$ cat config.mk
export PLATFORM = sky130hd
export DESIGN_NAME = ringtone_text_note_parser_top
export DESIGN_NICKNAME = d
export VERILOG_FILES = /design/src/rtl/rtp_pkg.sv /design/src/rtl/rtp_div.sv /design/src/rtl/rtp_datapath.sv /design/src/rtl/rtp_ctrl.sv /design/src/rtl/ringtone_text_note_parser_top.sv
export SDC_FILE = /design/constraint.sdc
export NUM_CORES = 1
export LEC_CHECK = 0
export BUFFER_PORTS_ARGS = -buffer_cell sky130_fd_sc_hd__buf_2
export CORE_MARGIN = 2
export CORE_UTILIZATION = 27
export CTS_BUF_LIST = sky130_fd_sc_hd__clkbuf_4 sky130_fd_sc_hd__clkbuf_8 sky130_fd_sc_hd__clkbuf_16
export DETAILED_ROUTE_END_ITERATION = 12
export MAX_ROUTING_LAYER = met4
export PLACE_DENSITY_LB_ADDON = 0.15
export SLEW_MARGIN = 20
export SYNTH_ARGS = -nofsm -noshare
export SYNTH_HDL_FRONTEND = slang
export SYNTH_SLANG_ARGS = --single-unit
$ cat constraint.sdc
create_clock -name clk -period 4.6 [get_ports clk]
set_input_delay 0.46 -clock clk [delete_from_list [all_inputs] [get_ports clk]]
set_output_delay 0.46 -clock clk [all_outputs]
set_load 0.05 [all_outputs]
$ cat src/rtl/rtp_pkg.sv
`timescale 1ns / 1ps
// ----------------------------------------------------------------------------
// rtp_pkg - shared types and constants of the ringtone text note parser
// Field widths, result status codes, configuration register indexes, divider
// destinations and the command and status bundles between control and datapath.
// ----------------------------------------------------------------------------
package rtp_pkg;

  // Field widths
  localparam int CHAR_W     = 8;
  localparam int NOTE_IDX_W = 6;
  localparam int BYTE_W     = 8;
  localparam int NOTE_NUM_W = 10;
  localparam int STATUS_W   = 2;
  localparam int FB_OCT_W   = 3;

  // Configuration port
  localparam int PADDR_W = 4;
  localparam int PDATA_W = 32;
  localparam logic [1:0] CFG_FB_DUR = 2'd0;
  localparam logic [1:0] CFG_FB_OCT = 2'd1;
  localparam logic [1:0] CFG_FB_MS  = 2'd2;

  // Register reset values
  localparam logic [BYTE_W-1:0]   RST_FB_DUR = 8'd16;
  localparam logic [FB_OCT_W-1:0] RST_FB_OCT = 3'd6;
  localparam logic [BYTE_W-1:0]   RST_FB_MS  = 8'd59;

  // Melody length limit
  localparam int RTP_MAX_NOTES = 1024;

  // Result status codes
  localparam logic [STATUS_W-1:0] ST_NOTE  = 2'd0;
  localparam logic [STATUS_W-1:0] ST_END   = 2'd1;
  localparam logic [STATUS_W-1:0] ST_ABORT = 2'd2;

  // Divider
  localparam int DIV_NUM_W = 12;
  localparam int DIV_CNT_W = 4;
  localparam logic [DIV_NUM_W-1:0] NUM_WHOLE = 12'd64;
  localparam logic [DIV_NUM_W-1:0] NUM_TEMPO = 12'd3750;

  typedef enum logic [1:0] {
    DIV_DEF_DUR = 2'd0,
    DIV_TEMPO   = 2'd1,
    DIV_CUR_DUR = 2'd2
  } div_dest_t;

  // Pause note and octave base
  localparam logic [BYTE_W-1:0] NOTE_PAUSE = 8'd48;
  localparam logic [BYTE_W-1:0] OCT_BASE   = 8'd48;

  // ASCII codes
  localparam logic [CHAR_W-1:0] CH_NUL   = 8'h00;
  localparam logic [CHAR_W-1:0] CH_SPACE = 8'h20;
  localparam logic [CHAR_W-1:0] CH_HASH  = 8'h23;
  localparam logic [CHAR_W-1:0] CH_COMMA = 8'h2C;
  localparam logic [CHAR_W-1:0] CH_DOT   = 8'h2E;
  localparam logic [CHAR_W-1:0] CH_ZERO  = 8'h30;
  localparam logic [CHAR_W-1:0] CH_NINE  = 8'h39;
  localparam logic [CHAR_W-1:0] CH_COLON = 8'h3A;
  localparam logic [CHAR_W-1:0] CH_EQ    = 8'h3D;
  localparam logic [CHAR_W-1:0] CH_LB    = 8'h62;
  localparam logic [CHAR_W-1:0] CH_LD    = 8'h64;
  localparam logic [CHAR_W-1:0] CH_LO    = 8'h6F;

  // Commands from controller to datapath
  typedef struct packed {
    logic                char_load;
    logic                clear;
    logic                load_defaults;
    logic                set_hdr;
    logic                acc_clear;
    logic                acc_mac;
    logic                acc_digit;
    logic                set_def_oct;
    logic                note_start;
    logic                set_note;
    logic                note_inc;
    logic                note_dec;
    logic                grow;
    logic                set_cur_oct;
    logic                cnt_inc;
    logic                div_start;
    div_dest_t           div_dest;
    logic                emit;
    logic [STATUS_W-1:0] emit_status;
    logic                emit_last;
  } cmd_t;

  // Status from datapath to controller
  typedef struct packed {
    logic c_zero;
    logic c_colon;
    logic c_space;
    logic c_eq;
    logic c_comma;
    logic c_hash;
    logic c_flat;
    logic c_dot;
    logic c_digit;
    logic hdr_d;
    logic hdr_o;
    logic hdr_b;
    logic full;
    logic div_done;
  } stat_t;

endpackage

$ cat src/rtl/rtp_div.sv
`timescale 1ns / 1ps
// ----------------------------------------------------------------------------
// rtp_div - iterative restoring divider
// One quotient bit per cycle over the numerator width; a zero divisor gives 0.
// Quotient is truncated to eight bits.
// ----------------------------------------------------------------------------
module rtp_div import rtp_pkg::*; (
  input  logic                 clk,
  input  logic                 rst_n,
  input  logic                 start,
  input  logic [DIV_NUM_W-1:0] num,
  input  logic [BYTE_W-1:0]    den,
  output logic                 done,
  output logic [BYTE_W-1:0]    quot
);

  logic                 busy_r, busy_nxt;
  logic                 done_r, done_nxt;
  logic [DIV_CNT_W-1:0] cnt_r, cnt_nxt;
  logic [DIV_NUM_W-1:0] num_r, num_nxt;
  logic [BYTE_W-1:0]    rem_r, rem_nxt;
  logic [BYTE_W-1:0]    den_r, den_nxt;
  logic [BYTE_W:0]      rem_sh;
  logic [BYTE_W:0]      diff;
  logic                 ge;

  always_comb begin
    rem_sh   = {rem_r, num_r[DIV_NUM_W-1]};
    diff     = rem_sh - {1'b0, den_r};
    ge       = (rem_sh >= {1'b0, den_r});
    busy_nxt = busy_r;
    done_nxt = 1'b0;
    cnt_nxt  = cnt_r;
    num_nxt  = num_r;
    rem_nxt  = rem_r;
    den_nxt  = den_r;
    if (start) begin
      busy_nxt = 1'b1;
      cnt_nxt  = DIV_CNT_W'(DIV_NUM_W);
      num_nxt  = num;
      rem_nxt  = '0;
      den_nxt  = den;
    end else if (busy_r) begin
      // shift one numerator bit in, subtract where it fits
      num_nxt = {num_r[DIV_NUM_W-2:0], ge};
      rem_nxt = ge ? diff[BYTE_W-1:0] : rem_sh[BYTE_W-1:0];
      cnt_nxt = cnt_r - 1'b1;
      if (cnt_r == DIV_CNT_W'(1)) begin
        busy_nxt = 1'b0;
        done_nxt = 1'b1;
      end
    end
  end

  always_ff @(posedge clk) begin
    if (!rst_n) begin
      busy_r <= 1'b0;
      done_r <= 1'b0;
      cnt_r  <= '0;
    end else begin
      busy_r <= busy_nxt;
      done_r <= done_nxt;
      cnt_r  <= cnt_nxt;
    end
    num_r <= num_nxt;
    rem_r <= rem_nxt;
    den_r <= den_nxt;
  end

  assign done = done_r;
  assign quot = (den_r == '0) ? '0 : num_r[BYTE_W-1:0];

endmodule

$ cat src/rtl/rtp_datapath.sv
`timescale 1ns / 1ps
// ----------------------------------------------------------------------------
// rtp_datapath - character register, header defaults and note arithmetic
// Executes controller commands, flags character classes and holds the
// result register.
// ----------------------------------------------------------------------------
module rtp_datapath import rtp_pkg::*; #(
  parameter int MAX_NOTES = RTP_MAX_NOTES
) (
  input  logic                  clk,
  input  logic                  rst_n,
  input  cmd_t                  cmd,
  output stat_t                 st,
  input  logic [CHAR_W-1:0]     in_character,
  input  logic [BYTE_W-1:0]     fb_dur,
  input  logic [FB_OCT_W-1:0]   fb_oct,
  input  logic [BYTE_W-1:0]     fb_ms,
  output logic [NOTE_IDX_W-1:0] out_note_index,
  output logic [BYTE_W-1:0]     out_duration_64ths,
  output logic [BYTE_W-1:0]     out_ms_per_64th,
  output logic [NOTE_NUM_W-1:0] out_note_number,
  output logic [STATUS_W-1:0]   out_status,
  output logic                  out_last
);

  localparam logic [NOTE_NUM_W:0] MaxNotesW = (NOTE_NUM_W+1)'(MAX_NOTES);

  function automatic logic [BYTE_W-1:0] oct_offset(input logic [BYTE_W-1:0] o);
    // (o - 4) * 12, wrapped to eight bits
    oct_offset = {o[4:0], 3'b000} + {o[5:0], 2'b00} - OCT_BASE;
  endfunction

  function automatic logic [BYTE_W-1:0] letter_value(input logic [CHAR_W-1:0] c);
    case (c)
      8'h43, 8'h63:               letter_value = 8'd0;
      8'h44, 8'h64:               letter_value = 8'd2;
      8'h45, 8'h65:               letter_value = 8'd4;
      8'h46, 8'h66:               letter_value = 8'd5;
      8'h47, 8'h67:               letter_value = 8'd7;
      8'h41, 8'h61:               letter_value = 8'd9;
      8'h48, 8'h68, 8'h42, 8'h62: letter_value = 8'd11;
      default:                    letter_value = NOTE_PAUSE;
    endcase
  endfunction

  logic [CHAR_W-1:0]     char_r, char_nxt;
  logic [CHAR_W-1:0]     hdr_r, hdr_nxt;
  logic [BYTE_W-1:0]     acc_r, acc_nxt;
  logic [BYTE_W-1:0]     def_dur_r, def_dur_nxt;
  logic [BYTE_W-1:0]     def_oct_r, def_oct_nxt;
  logic [BYTE_W-1:0]     tempo_r, tempo_nxt;
  logic [BYTE_W-1:0]     cur_dur_r, cur_dur_nxt;
  logic [BYTE_W-1:0]     cur_note_r, cur_note_nxt;
  logic [BYTE_W-1:0]     cur_oct_r, cur_oct_nxt;
  logic [NOTE_NUM_W-1:0] cnt_r, cnt_nxt;
  div_dest_t             dest_r, dest_nxt;

  logic [NOTE_IDX_W-1:0] o_idx_r, o_idx_nxt;
  logic [BYTE_W-1:0]     o_dur_r, o_dur_nxt;
  logic [BYTE_W-1:0]     o_ms_r, o_ms_nxt;
  logic [NOTE_NUM_W-1:0] o_num_r, o_num_nxt;
  logic [STATUS_W-1:0]   o_st_r, o_st_nxt;
  logic                  o_last_r, o_last_nxt;

  logic [BYTE_W-1:0]     digit;
  logic [BYTE_W-1:0]     note_sum;
  logic [BYTE_W-1:0]     note_idx;
  logic [DIV_NUM_W-1:0]  div_num;
  logic                  div_done;
  logic [BYTE_W-1:0]     div_quot;

  assign digit    = char_r - CH_ZERO;
  assign note_sum = cur_note_r + cur_oct_r;
  assign note_idx = (note_sum > NOTE_PAUSE) ? NOTE_PAUSE : note_sum;
  assign div_num  = (cmd.div_dest == DIV_TEMPO) ? NUM_TEMPO : NUM_WHOLE;

  rtp_div u_div (
    .clk   (clk),
    .rst_n (rst_n),
    .start (cmd.div_start),
    .num   (div_num),
    .den   (acc_r),
    .done  (div_done),
    .quot  (div_quot)
  );

  always_comb begin
    st.c_zero   = (char_r == CH_NUL);
    st.c_colon  = (char_r == CH_COLON);
    st.c_space  = (char_r == CH_SPACE);
    st.c_eq     = (char_r == CH_EQ);
    st.c_comma  = (char_r == CH_COMMA);
    st.c_hash   = (char_r == CH_HASH);
    st.c_flat   = (char_r == CH_LB);
    st.c_dot    = (char_r == CH_DOT);
    st.c_digit  = (char_r >= CH_ZERO) && (char_r <= CH_NINE);
    st.hdr_d    = (hdr_r == CH_LD);
    st.hdr_o    = (hdr_r == CH_LO);
    st.hdr_b    = (hdr_r == CH_LB);
    st.full     = (({1'b0, cnt_r} + 1'b1) >= MaxNotesW);
    st.div_done = div_done;
  end

  always_comb begin
    char_nxt     = cmd.char_load ? in_character : char_r;
    hdr_nxt      = hdr_r;
    acc_nxt      = acc_r;
    def_dur_nxt  = def_dur_r;
    def_oct_nxt  = def_oct_r;
    tempo_nxt    = tempo_r;
    cur_dur_nxt  = cur_dur_r;
    cur_note_nxt = cur_note_r;
    cur_oct_nxt  = cur_oct_r;
    cnt_nxt      = cnt_r;
    dest_nxt     = cmd.div_start ? cmd.div_dest : dest_r;

    if (cmd.load_defaults) begin
      def_dur_nxt = fb_dur;
      def_oct_nxt = oct_offset({{(BYTE_W-FB_OCT_W){1'b0}}, fb_oct});
      tempo_nxt   = fb_ms;
    end
    if (cmd.set_hdr)     hdr_nxt = char_r;
    if (cmd.acc_clear)   acc_nxt = '0;
    if (cmd.acc_mac)     acc_nxt = {acc_r[4:0], 3'b000} + {acc_r[6:0], 1'b0} + digit;
    if (cmd.acc_digit)   acc_nxt = digit;
    if (cmd.set_def_oct) def_oct_nxt = oct_offset(acc_r);
    if (cmd.note_start) begin
      cur_dur_nxt = def_dur_r;
      cur_oct_nxt = def_oct_r;
    end
    if (cmd.set_note)    cur_note_nxt = letter_value(char_r);
    if (cmd.note_inc)    cur_note_nxt = cur_note_r + 1'b1;
    if (cmd.note_dec)    cur_note_nxt = cur_note_r - 1'b1;
    if (cmd.grow)        cur_dur_nxt = cur_dur_r + {1'b0, cur_dur_r[BYTE_W-1:1]};
    if (cmd.set_cur_oct) cur_oct_nxt = oct_offset(digit);
    if (cmd.cnt_inc)     cnt_nxt = cnt_r + 1'b1;

    // write the quotient where the division was aimed
    if (div_done) begin
      case (dest_r)
        DIV_DEF_DUR: def_dur_nxt = div_quot;
        DIV_TEMPO:   tempo_nxt   = div_quot;
        DIV_CUR_DUR: cur_dur_nxt = div_quot;
        default:     cur_dur_nxt = cur_dur_r;
      endcase
    end

    if (cmd.clear) begin
      hdr_nxt      = '0;
      acc_nxt      = '0;
      cur_dur_nxt  = '0;
      cur_note_nxt = '0;
      cur_oct_nxt  = '0;
      cnt_nxt      = '0;
    end
  end

  always_comb begin
    o_idx_nxt  = o_idx_r;
    o_dur_nxt  = o_dur_r;
    o_ms_nxt   = o_ms_r;
    o_num_nxt  = o_num_r;
    o_st_nxt   = o_st_r;
    o_last_nxt = o_last_r;
    if (cmd.emit) begin
      o_st_nxt   = cmd.emit_status;
      o_last_nxt = cmd.emit_last;
      o_idx_nxt  = '0;
      o_dur_nxt  = '0;
      o_ms_nxt   = '0;
      o_num_nxt  = '0;
      case (cmd.emit_status)
        ST_NOTE: begin
          o_idx_nxt = note_idx[NOTE_IDX_W-1:0];
          o_dur_nxt = cur_dur_r;
          o_ms_nxt  = tempo_r;
          o_num_nxt = cnt_r;
        end
        ST_END: begin
          o_num_nxt = cnt_r;
        end
        default: begin
          o_num_nxt = '0;
        end
      endcase
    end
  end

  always_ff @(posedge clk) begin
    if (!rst_n) begin
      hdr_r      <= '0;
      acc_r      <= '0;
      def_dur_r  <= RST_FB_DUR;
      def_oct_r  <= oct_offset({{(BYTE_W-FB_OCT_W){1'b0}}, RST_FB_OCT});
      tempo_r    <= RST_FB_MS;
      cur_dur_r  <= '0;
      cur_note_r <= '0;
      cur_oct_r  <= '0;
      cnt_r      <= '0;
      dest_r     <= DIV_DEF_DUR;
    end else begin
      hdr_r      <= hdr_nxt;
      acc_r      <= acc_nxt;
      def_dur_r  <= def_dur_nxt;
      def_oct_r  <= def_oct_nxt;
      tempo_r    <= tempo_nxt;
      cur_dur_r  <= cur_dur_nxt;
      cur_note_r <= cur_note_nxt;
      cur_oct_r  <= cur_oct_nxt;
      cnt_r      <= cnt_nxt;
      dest_r     <= dest_nxt;
    end
    char_r   <= char_nxt;
    o_idx_r  <= o_idx_nxt;
    o_dur_r  <= o_dur_nxt;
    o_ms_r   <= o_ms_nxt;
    o_num_r  <= o_num_nxt;
    o_st_r   <= o_st_nxt;
    o_last_r <= o_last_nxt;
  end

  assign out_note_index     = o_idx_r;
  assign out_duration_64ths = o_dur_r;
  assign out_ms_per_64th    = o_ms_r;
  assign out_note_number    = o_num_r;
  assign out_status         = o_st_r;
  assign out_last           = o_last_r;

endmodule

$ cat src/rtl/rtp_ctrl.sv
`timescale 1ns / 1ps
// ----------------------------------------------------------------------------
// rtp_ctrl - parse state machine and item sequencer
// Tracks title, header and note phases, steps one parse decision per cycle
// unless divider or output holds it; issues datapath commands, owns out_valid.
// ----------------------------------------------------------------------------
module rtp_ctrl import rtp_pkg::*; (
  input  logic  clk,
  input  logic  rst_n,
  input  logic  in_valid,
  output logic  in_stall,
  output logic  out_valid,
  input  logic  out_stall,
  input  stat_t st,
  output cmd_t  cmd
);

  typedef enum logic [2:0] {
    SEQ_IDLE = 3'b001,
    SEQ_EVAL = 3'b010,
    SEQ_DIV  = 3'b100
  } seq_t;

  typedef enum logic [14:0] {
    PS_TITLE    = 15'h0001,
    PS_DONE     = 15'h0002,
    PS_H_KEY    = 15'h0004,
    PS_H_EQ     = 15'h0008,
    PS_H_VAL    = 15'h0010,
    PS_H_AFTER  = 15'h0020,
    PS_N_START  = 15'h0040,
    PS_N_DUR    = 15'h0080,
    PS_N_LETTER = 15'h0100,
    PS_N_SHARP  = 15'h0200,
    PS_N_FLAT   = 15'h0400,
    PS_N_DOT1   = 15'h0800,
    PS_N_OCT    = 15'h1000,
    PS_N_DOT2   = 15'h2000,
    PS_N_DELIM  = 15'h4000
  } pst_t;

  seq_t seq_r, seq_nxt, seq_c;
  pst_t pst_r, pst_nxt, pst_c;
  logic out_valid_r, out_valid_nxt;
  logic slot_free;
  cmd_t cmd_c;

  assign slot_free = !out_valid_r || !out_stall;

  always_comb begin
    cmd_c = '0;
    pst_c = pst_r;
    seq_c = seq_r;
    case (seq_r)
      SEQ_IDLE: begin
        if (in_valid) begin
          cmd_c.char_load = 1'b1;
          seq_c = SEQ_EVAL;
        end
      end
      SEQ_DIV: begin
        if (st.div_done) seq_c = SEQ_EVAL;
      end
      SEQ_EVAL: begin
        // finish with this character unless a branch carries it on
        seq_c = SEQ_IDLE;
        case (pst_r)
          PS_TITLE: begin
            if (st.c_colon) begin
              cmd_c.load_defaults = 1'b1;
              pst_c = PS_H_KEY;
            end else if (st.c_zero) begin
              cmd_c.emit = 1'b1;
              cmd_c.emit_status = ST_ABORT;
              cmd_c.emit_last = 1'b1;
              cmd_c.clear = 1'b1;
              pst_c = PS_TITLE;
            end
          end
          PS_DONE: begin
            if (st.c_zero) begin
              cmd_c.clear = 1'b1;
              pst_c = PS_TITLE;
            end
          end
          PS_H_KEY: begin
            if (st.c_space) begin
              pst_c = PS_H_KEY;
            end else if (st.c_zero) begin
              cmd_c.emit = 1'b1;
              cmd_c.emit_status = ST_ABORT;
              cmd_c.emit_last = 1'b1;
              cmd_c.clear = 1'b1;
              pst_c = PS_TITLE;
            end else if (st.c_colon) begin
              pst_c = PS_N_START;
            end else begin
              cmd_c.set_hdr = 1'b1;
              pst_c = PS_H_EQ;
            end
          end
          PS_H_EQ: begin
            if (st.c_eq) begin
              cmd_c.acc_clear = 1'b1;
              pst_c = PS_H_VAL;
            end else begin
              cmd_c.emit = 1'b1;
              cmd_c.emit_status = ST_ABORT;
              cmd_c.emit_last = 1'b1;
              if (st.c_zero) begin
                cmd_c.clear = 1'b1;
                pst_c = PS_TITLE;
              end else begin
                pst_c = PS_DONE;
              end
            end
          end
          PS_H_VAL: begin
            if (st.c_digit) begin
              cmd_c.acc_mac = 1'b1;
            end else begin
              pst_c = PS_H_AFTER;
              if (st.hdr_d) begin
                cmd_c.div_start = 1'b1;
                cmd_c.div_dest = DIV_DEF_DUR;
                seq_c = SEQ_DIV;
              end else if (st.hdr_b) begin
                cmd_c.div_start = 1'b1;
                cmd_c.div_dest = DIV_TEMPO;
                seq_c = SEQ_DIV;
              end else begin
                cmd_c.set_def_oct = st.hdr_o;
                seq_c = SEQ_EVAL;
              end
            end
          end
          PS_H_AFTER: begin
            if (!st.c_space) begin
              pst_c = PS_H_KEY;
              if (!st.c_comma) seq_c = SEQ_EVAL;
            end
          end
          PS_N_START: begin
            if (st.c_zero) begin
              cmd_c.emit = 1'b1;
              cmd_c.emit_status = ST_END;
              cmd_c.emit_last = 1'b1;
              cmd_c.clear = 1'b1;
              pst_c = PS_TITLE;
            end else if (!st.c_space) begin
              cmd_c.note_start = 1'b1;
              if (st.c_digit) begin
                cmd_c.acc_digit = 1'b1;
                pst_c = PS_N_DUR;
              end else begin
                cmd_c.set_note = 1'b1;
                pst_c = PS_N_SHARP;
              end
            end
          end
          PS_N_DUR: begin
            if (st.c_digit) begin
              cmd_c.acc_mac = 1'b1;
            end else begin
              cmd_c.div_start = 1'b1;
              cmd_c.div_dest = DIV_CUR_DUR;
              pst_c = PS_N_LETTER;
              seq_c = SEQ_DIV;
            end
          end
          PS_N_LETTER: begin
            if (st.c_zero) begin
              cmd_c.emit = 1'b1;
              cmd_c.emit_status = ST_END;
              cmd_c.emit_last = 1'b1;
              cmd_c.clear = 1'b1;
              pst_c = PS_TITLE;
            end else begin
              cmd_c.set_note = 1'b1;
              pst_c = PS_N_SHARP;
            end
          end
          PS_N_SHARP: begin
            pst_c = PS_N_FLAT;
            if (st.c_hash) cmd_c.note_inc = 1'b1;
            else seq_c = SEQ_EVAL;
          end
          PS_N_FLAT: begin
            pst_c = PS_N_DOT1;
            if (st.c_flat) cmd_c.note_dec = 1'b1;
            else seq_c = SEQ_EVAL;
          end
          PS_N_DOT1: begin
            pst_c = PS_N_OCT;
            if (st.c_dot) cmd_c.grow = 1'b1;
            else seq_c = SEQ_EVAL;
          end
          PS_N_OCT: begin
            pst_c = PS_N_DOT2;
            if (st.c_digit) cmd_c.set_cur_oct = 1'b1;
            else seq_c = SEQ_EVAL;
          end
          PS_N_DOT2: begin
            pst_c = PS_N_DELIM;
            if (st.c_dot) cmd_c.grow = 1'b1;
            else seq_c = SEQ_EVAL;
          end
          PS_N_DELIM: begin
            if (!st.c_space) begin
              cmd_c.emit = 1'b1;
              cmd_c.emit_status = ST_NOTE;
              cmd_c.emit_last = st.c_zero || st.full;
              cmd_c.cnt_inc = 1'b1;
              if (st.c_zero) begin
                cmd_c.clear = 1'b1;
                pst_c = PS_TITLE;
              end else if (st.full) begin
                pst_c = PS_DONE;
              end else begin
                pst_c = PS_N_START;
                if (!st.c_comma) seq_c = SEQ_EVAL;
              end
            end
          end
          default: begin
            cmd_c.clear = 1'b1;
            pst_c = PS_TITLE;
          end
        endcase
      end
      default: seq_c = SEQ_IDLE;
    endcase
  end

  // hold everything while a result must go out and the output is still full
  always_comb begin
    if (cmd_c.emit && !slot_free) begin
      cmd     = '0;
      pst_nxt = pst_r;
      seq_nxt = seq_r;
    end else begin
      cmd     = cmd_c;
      pst_nxt = pst_c;
      seq_nxt = seq_c;
    end
    if (cmd.emit) out_valid_nxt = 1'b1;
    else if (!out_stall) out_valid_nxt = 1'b0;
    else out_valid_nxt = out_valid_r;
  end

  always_ff @(posedge clk) begin
    if (!rst_n) begin
      seq_r       <= SEQ_IDLE;
      pst_r       <= PS_TITLE;
      out_valid_r <= 1'b0;
    end else begin
      seq_r       <= seq_nxt;
      pst_r       <= pst_nxt;
      out_valid_r <= out_valid_nxt;
    end
  end

  assign in_stall  = (seq_r != SEQ_IDLE);
  assign out_valid = out_valid_r;

`ifndef SYNTHESIS
  a_accept_evaluates: assert property (@(posedge clk) disable iff (!rst_n)
    (in_valid && !in_stall) |=> (seq_r == SEQ_EVAL))
    else $error("accepted character not taken into evaluation");

  a_emit_slot_free: assert property (@(posedge clk) disable iff (!rst_n)
    cmd.emit |-> (!out_valid_r || !out_stall))
    else $error("result written over a waiting result");

  a_div_done_waiting: assert property (@(posedge clk) disable iff (!rst_n)
    st.div_done |-> (seq_r == SEQ_DIV))
    else $error("division finished while not waiting for it");

  a_div_start_eval: assert property (@(posedge clk) disable iff (!rst_n)
    cmd.div_start |=> (seq_r == SEQ_DIV))
    else $error("division started without waiting for it");
`endif

endmodule

$ cat src/rtl/ringtone_text_note_parser_top.sv
`timescale 1ns / 1ps
// ----------------------------------------------------------------------------
// ringtone_text_note_parser_top - ringtone text to note stream
// Parses a ringtone text one character at a time and emits one note per
// delimiter, with end-of-melody and malformed-header results.
// ----------------------------------------------------------------------------
// Usage:
//  Input channel: one character per transfer on in_character (in_valid,
//  in_stall); a zero character ends the string. Title characters up to the
//  first colon are skipped, the d=, o= and b= header follows, then notes.
//  Result channel: at most one result per character (out_valid, out_stall),
//  status 0 note, 1 end of melody, 2 malformed header; out_last marks the
//  final result of a string.
//  Timing: a character is taken in the idle step and then evaluated one parse
//  step per cycle unless the divider or a waiting result holds it; a delimiter
//  can run through the optional note suffixes. A character that closes a d or b
//  header value or a duration number also runs the shift-subtract divider, and
//  then resumes evaluation, going on to the next header key where it opens one.
//  The result appears the cycle after its evaluation.
//  Stall: a finished result waits in the output register while the next
//  character is taken; evaluation holds only when a new result is due and
//  the old one is still waiting.
//  Reset: back to the title phase with the fallback register defaults.
// ----------------------------------------------------------------------------
module ringtone_text_note_parser_top import rtp_pkg::*; #(
  parameter int MAX_NOTES = RTP_MAX_NOTES
) (
  input  logic                  clk,
  input  logic                  rst_n,
  input  logic                  in_valid,
  output logic                  in_stall,
  input  logic [CHAR_W-1:0]     in_character,
  output logic                  out_valid,
  input  logic                  out_stall,
  output logic [NOTE_IDX_W-1:0] out_note_index,
  output logic [BYTE_W-1:0]     out_duration_64ths,
  output logic [BYTE_W-1:0]     out_ms_per_64th,
  output logic [NOTE_NUM_W-1:0] out_note_number,
  output logic [STATUS_W-1:0]   out_status,
  output logic                  out_last,
  input  logic                  psel,
  input  logic                  penable,
  input  logic                  pwrite,
  input  logic [PADDR_W-1:0]    paddr,
  input  logic [PDATA_W-1:0]    pwdata,
  output logic [PDATA_W-1:0]    prdata,
  output logic                  pready
);

  logic [BYTE_W-1:0]   fb_dur_r, fb_dur_nxt;
  logic [FB_OCT_W-1:0] fb_oct_r, fb_oct_nxt;
  logic [BYTE_W-1:0]   fb_ms_r, fb_ms_nxt;
  logic                cfg_wr;
  logic [1:0]          cfg_idx;
  cmd_t                cmd;
  stat_t               st;

  // Configuration registers: written in the access phase, read back as is
  assign pready  = 1'b1;
  assign cfg_wr  = psel && penable && pwrite;
  assign cfg_idx = paddr[PADDR_W-1:2];

  always_comb begin
    fb_dur_nxt = fb_dur_r;
    fb_oct_nxt = fb_oct_r;
    fb_ms_nxt  = fb_ms_r;
    if (cfg_wr) begin
      case (cfg_idx)
        CFG_FB_DUR: fb_dur_nxt = pwdata[BYTE_W-1:0];
        CFG_FB_OCT: fb_oct_nxt = pwdata[FB_OCT_W-1:0];
        CFG_FB_MS:  fb_ms_nxt  = pwdata[BYTE_W-1:0];
        default:    fb_dur_nxt = fb_dur_r;
      endcase
    end
  end

  always_comb begin
    case (cfg_idx)
      CFG_FB_DUR: prdata = {{(PDATA_W-BYTE_W){1'b0}}, fb_dur_r};
      CFG_FB_OCT: prdata = {{(PDATA_W-FB_OCT_W){1'b0}}, fb_oct_r};
      CFG_FB_MS:  prdata = {{(PDATA_W-BYTE_W){1'b0}}, fb_ms_r};
      default:    prdata = '0;
    endcase
  end

  always_ff @(posedge clk) begin
    if (!rst_n) begin
      fb_dur_r <= RST_FB_DUR;
      fb_oct_r <= RST_FB_OCT;
      fb_ms_r  <= RST_FB_MS;
    end else begin
      fb_dur_r <= fb_dur_nxt;
      fb_oct_r <= fb_oct_nxt;
      fb_ms_r  <= fb_ms_nxt;
    end
  end

  // Parse control: sequences each transfer and owns the result valid flag
  rtp_ctrl u_ctrl (
    .clk       (clk),
    .rst_n     (rst_n),
    .in_valid  (in_valid),
    .in_stall  (in_stall),
    .out_valid (out_valid),
    .out_stall (out_stall),
    .st        (st),
    .cmd       (cmd)
  );

  // Datapath: character, header defaults, note arithmetic, result register
  rtp_datapath #(
    .MAX_NOTES (MAX_NOTES)
  ) u_dp (
    .clk                (clk),
    .rst_n              (rst_n),
    .cmd                (cmd),
    .st                 (st),
    .in_character       (in_character),
    .fb_dur             (fb_dur_r),
    .fb_oct             (fb_oct_r),
    .fb_ms              (fb_ms_r),
    .out_note_index     (out_note_index),
    .out_duration_64ths (out_duration_64ths),
    .out_ms_per_64th    (out_ms_per_64th),
    .out_note_number    (out_note_number),
    .out_status         (out_status),
    .out_last           (out_last)
  );

endmodule
==> results of run 1 <==
stage by stage:
stage               std cells  util (%)  power [W]  setup slack, ns
floorplan                1343         -    0.00240            0.546
global placement         1885      29.3    0.00261            0.815
detailed placement       1885      29.3    0.00261            0.779
CTS                      1917      30.8    0.00417            0.773
global route             1917      30.8    0.00431            0.500
finish                   1917      30.8    0.00411            0.758
layout by cell type (no fill, tap or decap), drive strengths merged, types with 15 or more instances in the layout:
cell type,count
nand2,181
dfxtp,124
nor2,118
buf,94
inv,74
edfxtp,63
ha,61
a21oi,59
o21ai,59
nand3,45
nor3,41
mux2i,36
xnor2,35
and3,27
a211oi,27
nor2b,26
and2,26
conb,25
nand4,18
clkbuf,17
nor4,15
cells by family (layout without fill, tap and decap cells):
logic type | Yosys count | count (layout) | share of synthesized area, %
buffers and inverters | 158 | 193 | 6.56
other | 2 | 25 | 0.0657
DFF | 187 | 187 | 38.3
muxes | 36 | 36 | 3.15
and+or+nand+nor | 555 | 555 | 24.3
adders and majority gates | 73 | 73 | 8.78
AOI/OAI and AO/OA | 260 | 260 | 15.1
xor gates and xnor gates | 49 | 49 | 3.76
cell usage after synthesis (5+ instances only):
cell type / n
a211oi_1: 23
a21boi_0: 12
a21o_1: 14
a21oi_1: 58
a22oi_1: 14
a31oi_1: 14
a32oi_1: 6
and2_1: 25
and3_1: 27
buf_2: 14
buf_4: 28
clkbuf_1: 44
dfxtp_1: 124
edfxtp_1: 63
fa_1: 12
ha_1: 61
inv_1: 67
mux2i_1: 36
nand2_1: 179
nand2b_1: 8
nand3_1: 44
nand4_1: 18
nor2_1: 116
nor2b_1: 26
nor3_1: 39
nor3b_1: 5
nor4_1: 11
nor4b_1: 7
o211ai_1: 5
o21a_1: 9
o21ai_0: 56
o21bai_1: 6
o22ai_1: 12
or3_1: 9
xnor2_1: 35
xor2_1: 14
worst paths after layout:
check                           cells after the start            start  slack (ns)                  end
worst max-delay path                               10   u_dp.char_r[1]        0.76   u_dp.cur_note_r[0]
worst min register to register                      0    u_dp.acc_r[7]        0.44  u_dp.u_div.den_r[7]
worst min-delay path                                1  in_character[7]        0.17       u_dp.char_r[7]
worst max register to register                     10   u_dp.char_r[1]        0.76   u_dp.cur_note_r[0]
sequential cells by signal (all words and copies together) (netlist names), 8 cells and up:
| name | flops |
|---|---|
| fb_ms_r | 8 |
| u_dp.out_note_number | 10 |
| u_dp.u_div.num_r | 12 |
| u_dp.out_duration_64ths | 8 |
| u_dp.char_r | 8 |
| u_dp.cur_note_r | 8 |
| u_dp.hdr_r | 8 |
| u_dp.u_div.rem_r | 8 |
| u_dp.cnt_r | 10 |
| u_dp.u_div.den_r | 8 |
| u_dp.cur_dur_r | 8 |
| u_dp.def_dur_r | 8 |
| u_ctrl.pst_r | 15 |
| u_dp.tempo_r | 8 |
| u_dp.acc_r | 8 |
| fb_dur_r | 8 |
| u_dp.out_ms_per_64th | 8 |
power by group:
group,total (W),switching (W),internal (W)
sequential,0.00180,0.0000573,0.00174
combinational,0.000773,0.000513,0.000260
clock,0.00154,0.000797,0.000744
total,0.00411,0.00137,0.00274
worst reg2reg max path: cells and delay by family, from the launching register on:
family | cells | cell delay [ns]
AOI/OAI and AO/OA | 2 | 0.52
buffers and inverters | 2 | 0.49
adders and majority gates | 1 | 0.32
and+or+nand+nor | 5 | 1.91
DFF | 1 | 0.52
metal layers:
layer | track usage (%) | vias to the layer above | part of all wire, %
met1 | 21.4 | 4492 | 50
met5 | - | - | 0
li1 | - | 4702 | -
met2 | 24.2 | 155 | 46
met3 | 2.84 | 22 | 3.3
met4 | 4.01 | 0 | 1.4
layout make-up:
class | count | area share, %
sequential | 187 | 34.0
timing repair buffer | 94 | 4.23
multi-input combinational | 998 | 49.8
tap | 539 | 5.24
clock inverter | 15 | 1.48
clock buffer | 17 | 3.30
inverter | 67 | 1.95
==> results.cfg, run 1 <==
[global_route]
grt_pass1_wl_mm = 52.3
antenna_found_initial = 0
grt_pass1_vias = 8969
grt_overflow = 0
grt_usage_pct = 15.8
grt_max_degree = 50

[yosys]
async_reset_ff_share_pct = 0
synth_warnings = 0
seq_area_frac_synth_pct = 38.3
synth_edf_count = 63
synth-main-ff-cell = dfxtp_1
ys_ff_latch = 187
synthDistinctLibCells = 83
synth_top_area_share_pct = 21.7
yosysTopAreaCell = dfxtp_1
synth.area.top_cells = dfxtp_1 22%, edfxtp_1 17%, ha_1 6.7%, nand2_1 5.9%, nor2_1 3.8%
synth_area_um2 = 11400
syn_area_per_cell_um2 = 8.66
syn_inst = 1320

[clock_network]
clk_pin_slew_ns = 0.08
clock_latency_ns = 0.47
cts.sinks = 187
clockBufferDepth = 2
htree_levels = 4
postCtsSetupBuffers = 0
numCtsBuffers = 17
ctsResizeCount = 0
cts_tree = built
holdBufCountCts = 0
cts_root_buffer = clkbuf_16

[detailed_routing]
antenna_left = 0
wl_per_cell_um = 17.2
drtPass1Iterations = 5
first_iter_violations = 583
vias = 9371
wl_mm = 33.0
drc = 0
via_per_inst = 4.89

[setup_path]
cp_max_fo = 27
critical_path.cell_chain = inv_1 -> ha_1 -> nor4bb_1 -> nand2_1 -> nor4_2 -> nor3_2 -> nor2_2 -> a2bb2oi_4 -> buf_12 -> a221oi_1
startpoint_type = flip-flop
cp_top_family = simple AND/OR/NAND/NOR gates
path_buf_inv = 2
max_stage_delay_ns = 0.64
arrival_ns = 4.22
endpoint_kind = flip-flop
path_class = flip-flop to flip-flop
worst_path_max_delay_cell = nor4bb_1
required_ns = 4.98

[place]
place_hpwl_mm = 25.1
placed_area_um2 = 12300
gp_congestion = 0.935
port_buffers = 69

[final_layout]
syn_to_final_growth_pct = 12.7
seqCellArea_um2 = 4370
fillers = 4468
multi_input_area_um2 = 6420
post-route-cell-area_um2 = 12900
layout.nets = 1489
drive_above_1_share_pct = 11.5
diodes = 0

[floorplanning]
core_area_um2 = 41900
initial_utilization_pct = 27.3
dieArea_um2 = 44000
ios = 121
fp.dieW_um = 210
die_h_um = 210
num_rows = 75

[worst_hold_path]
hp-class = primary input to flip-flop

[sta]
tns_ns = 0
relSlewSlack_pct = 29.4
rsz0062_at_grt = false
worstMarginPinSlew_ns = 1.06
min_period_ns = 3.84
hold_violations = 0
hold_ws_ns = 0.168
finClkSkew_ns = 0.0135
final-max-slew-violation-count = 0
setup_viol = 0
min_period_over_period_pct = 83.5
fmax_mhz = 260

[run]
cap_violations = 0

[pwr]
power_density_nw_per_um2 = 319
peakVddDrop_mv = 0.242
power.leakage_nw = 5.00

[status]
status = finished, final reports clean
No activity file was read; power rests on OpenSTA's default activity.
==> run 2: changes to the inputs <==
- clock period: 4.6 -> 3.4 ns (I/O delays scaled with it)
==> run 2 against run 1 <==
Effect of this change: flip-flop and latch count unchanged; first-iteration DRC count increased by 11%; global-route usage increased by 0.38 points; critical endpoint is now u_dp.u_div.num_r[6]; largest cell class unchanged; largest power group unchanged.
==> results.cfg, run 2 (synthesis results as in run 1) <==
[floorplanning]
ios = 121
core_area_um2 = 41900
initial_utilization_pct = 27.3
num_rows = 75
fp.dieW_um = 210
die_h_um = 210
dieArea_um2 = 44000

[pwr]
peakVddDrop_mv = 0.250
power_frac_seq_pct = 43.8
power.switching_w = 0.00181
clock_power_share_pct = 36.4
power.leakage_nw = 5.19
internal_power_w = 0.00375
combPwrFrac_pct = 19.9
switching_share_pct = 32.6
power_density_nw_per_um2 = 423

[clock_network]
clockBufferDepth = 2
clock_latency_ns = 0.47
numCtsBuffers = 17
ctsResizeCount = 0
htree_levels = 4
cts_root_buffer = clkbuf_16
clk_pin_slew_ns = 0.08
cts_tree = built
cts.sinks = 187
holdBufCountCts = 0
postCtsSetupBuffers = 0

[setup_path]
arrival_ns = 3.24
path_class = flip-flop to flip-flop
startpoint = u_dp.char_r[2]
startpoint_type = flip-flop
reg2reg_from = u_dp.char_r[2]
required_ns = 3.50
endpoint_kind = flip-flop
cp_max_fo = 12

[global_route]
grt_pass1_vias = 9384
antenna_found_initial = 1
grt_overflow = 0
grt_usage_pct = 16.2
grt_max_degree = 37
grt_pass1_wl_mm = 53.8

[sta]
rsz0062_at_grt = false
relSlewSlack_pct = 29.6
min_period_ns = 3.14
worstMarginPinSlew_ns = 1.05
min_period_over_period_pct = 92.4
finClkSkew_ns = 0.0137
final-max-slew-violation-count = 0
tns_ns = 0
fmax_mhz = 318
setup_viol = 0
hold_violations = 0

[final_layout]
syn_to_final_growth_pct = 15.2
layout.nets = 1528
final_cell_mix = 179 x nand2_1, 124 x dfxtp_1, 115 x nor2_1
drive_above_1_share_pct = 14.0
largest_reg_flops = 15
final_common_cell = nand2_1
regMostFlops = u_ctrl.pst_r
final_util_pct = 31.4
reg_top3 = u_ctrl.pst_r: 15 flops, u_dp.u_div.num_r: 12 flops
fillers = 4448

[status]
status = finished, final reports clean

[place]
port_buffers = 69
place_hpwl_mm = 25.9
gp_congestion = 0.896

[worst_hold_path]
hp-class = primary input to flip-flop
min_from = in_character[3]

[detailed_routing]
first_iter_violations = 649
via_per_inst = 4.91
wl_per_cell_um = 17.2
drtPass1Iterations = 5
drc = 0
wl_mm = 33.7
antenna_left = 0
vias = 9606

[run]
cap_violations = 0
run 2: layout make-up:
| type | count | area, µm² | area share [%] |
|---|---|---|---|
| Sequential cell | 187 | 4370 | 33.2 |
| Timing Repair Buffer | 133 | 851 | 6.47 |
| Tap cell | 539 | 674 | 5.12 |
| Inverter | 67 | 251 | 1.91 |
| Clock buffer | 18 | 439 | 3.34 |
| Clock inverter | 14 | 146 | 1.11 |
| Multi-Input combinational cell | 998 | 6420 | 48.8 |
| Antenna cell | 1 | 2.50 | 0.0190 |
run 2: through the flow:
stage          cell area [µm²]  cells  hold slack [ns]  setup WS, ns  total power, W
2_1_floorplan            11500   1343            0.408         0.271         0.00325
3_3_place_gp             12600   1924            0.421         0.299         0.00358
3_5_place_dp             12600   1924            0.417         0.298         0.00359
4_1_cts                  13200   1956           0.0125         0.268         0.00565
5_1_grt                  13200   1957           0.0293        0.0228         0.00586
6_report                 13200   1957           0.0502         0.260         0.00556
run 2: worst paths after layout:
check / endpoint / slack [ns] / cells past startpoint
max: u_dp.u_div.num_r[6] / 0.26 / 9
min: u_dp.char_r[3] / 0.05 / 1
max reg2reg: u_dp.u_div.num_r[6] / 0.26 / 9
min reg2reg: u_dp.u_div.den_r[7] / 0.43 / 0
run 2: worst max-delay path, stage by stage (launching register included):
cell      delay [ns]
edfxtp_1        0.50
inv_1           0.17
ha_1            0.31
nor2b_1         0.17
o21ai_0         0.10
and3_1          0.35
nor2_1          0.33
nand3b_1        0.19
buf_4           0.22
nand2b_1        0.42
run 2: layer usage:
metal  vias to the layer above  track usage (%)  wire length [µm]
met5                         -                -                 0
met4                         0             4.92               639
met3                        37             2.65              1140
met2                       167             24.8             15200
met1                      4612             21.8             16800
li1                       4790                -                 -
run 2: power groups by stage:
stage	registers, W	clock network (W)	logic [W]
after global routing	0.00244	0.00219	0.00123
after floorplan	0.00245	0	0.000797
after detailed placement	0.00249	0	0.00110
after CTS	0.00243	0.00211	0.00111
final	0.00244	0.00202	0.00110
after global placement	0.00248	0	0.00110
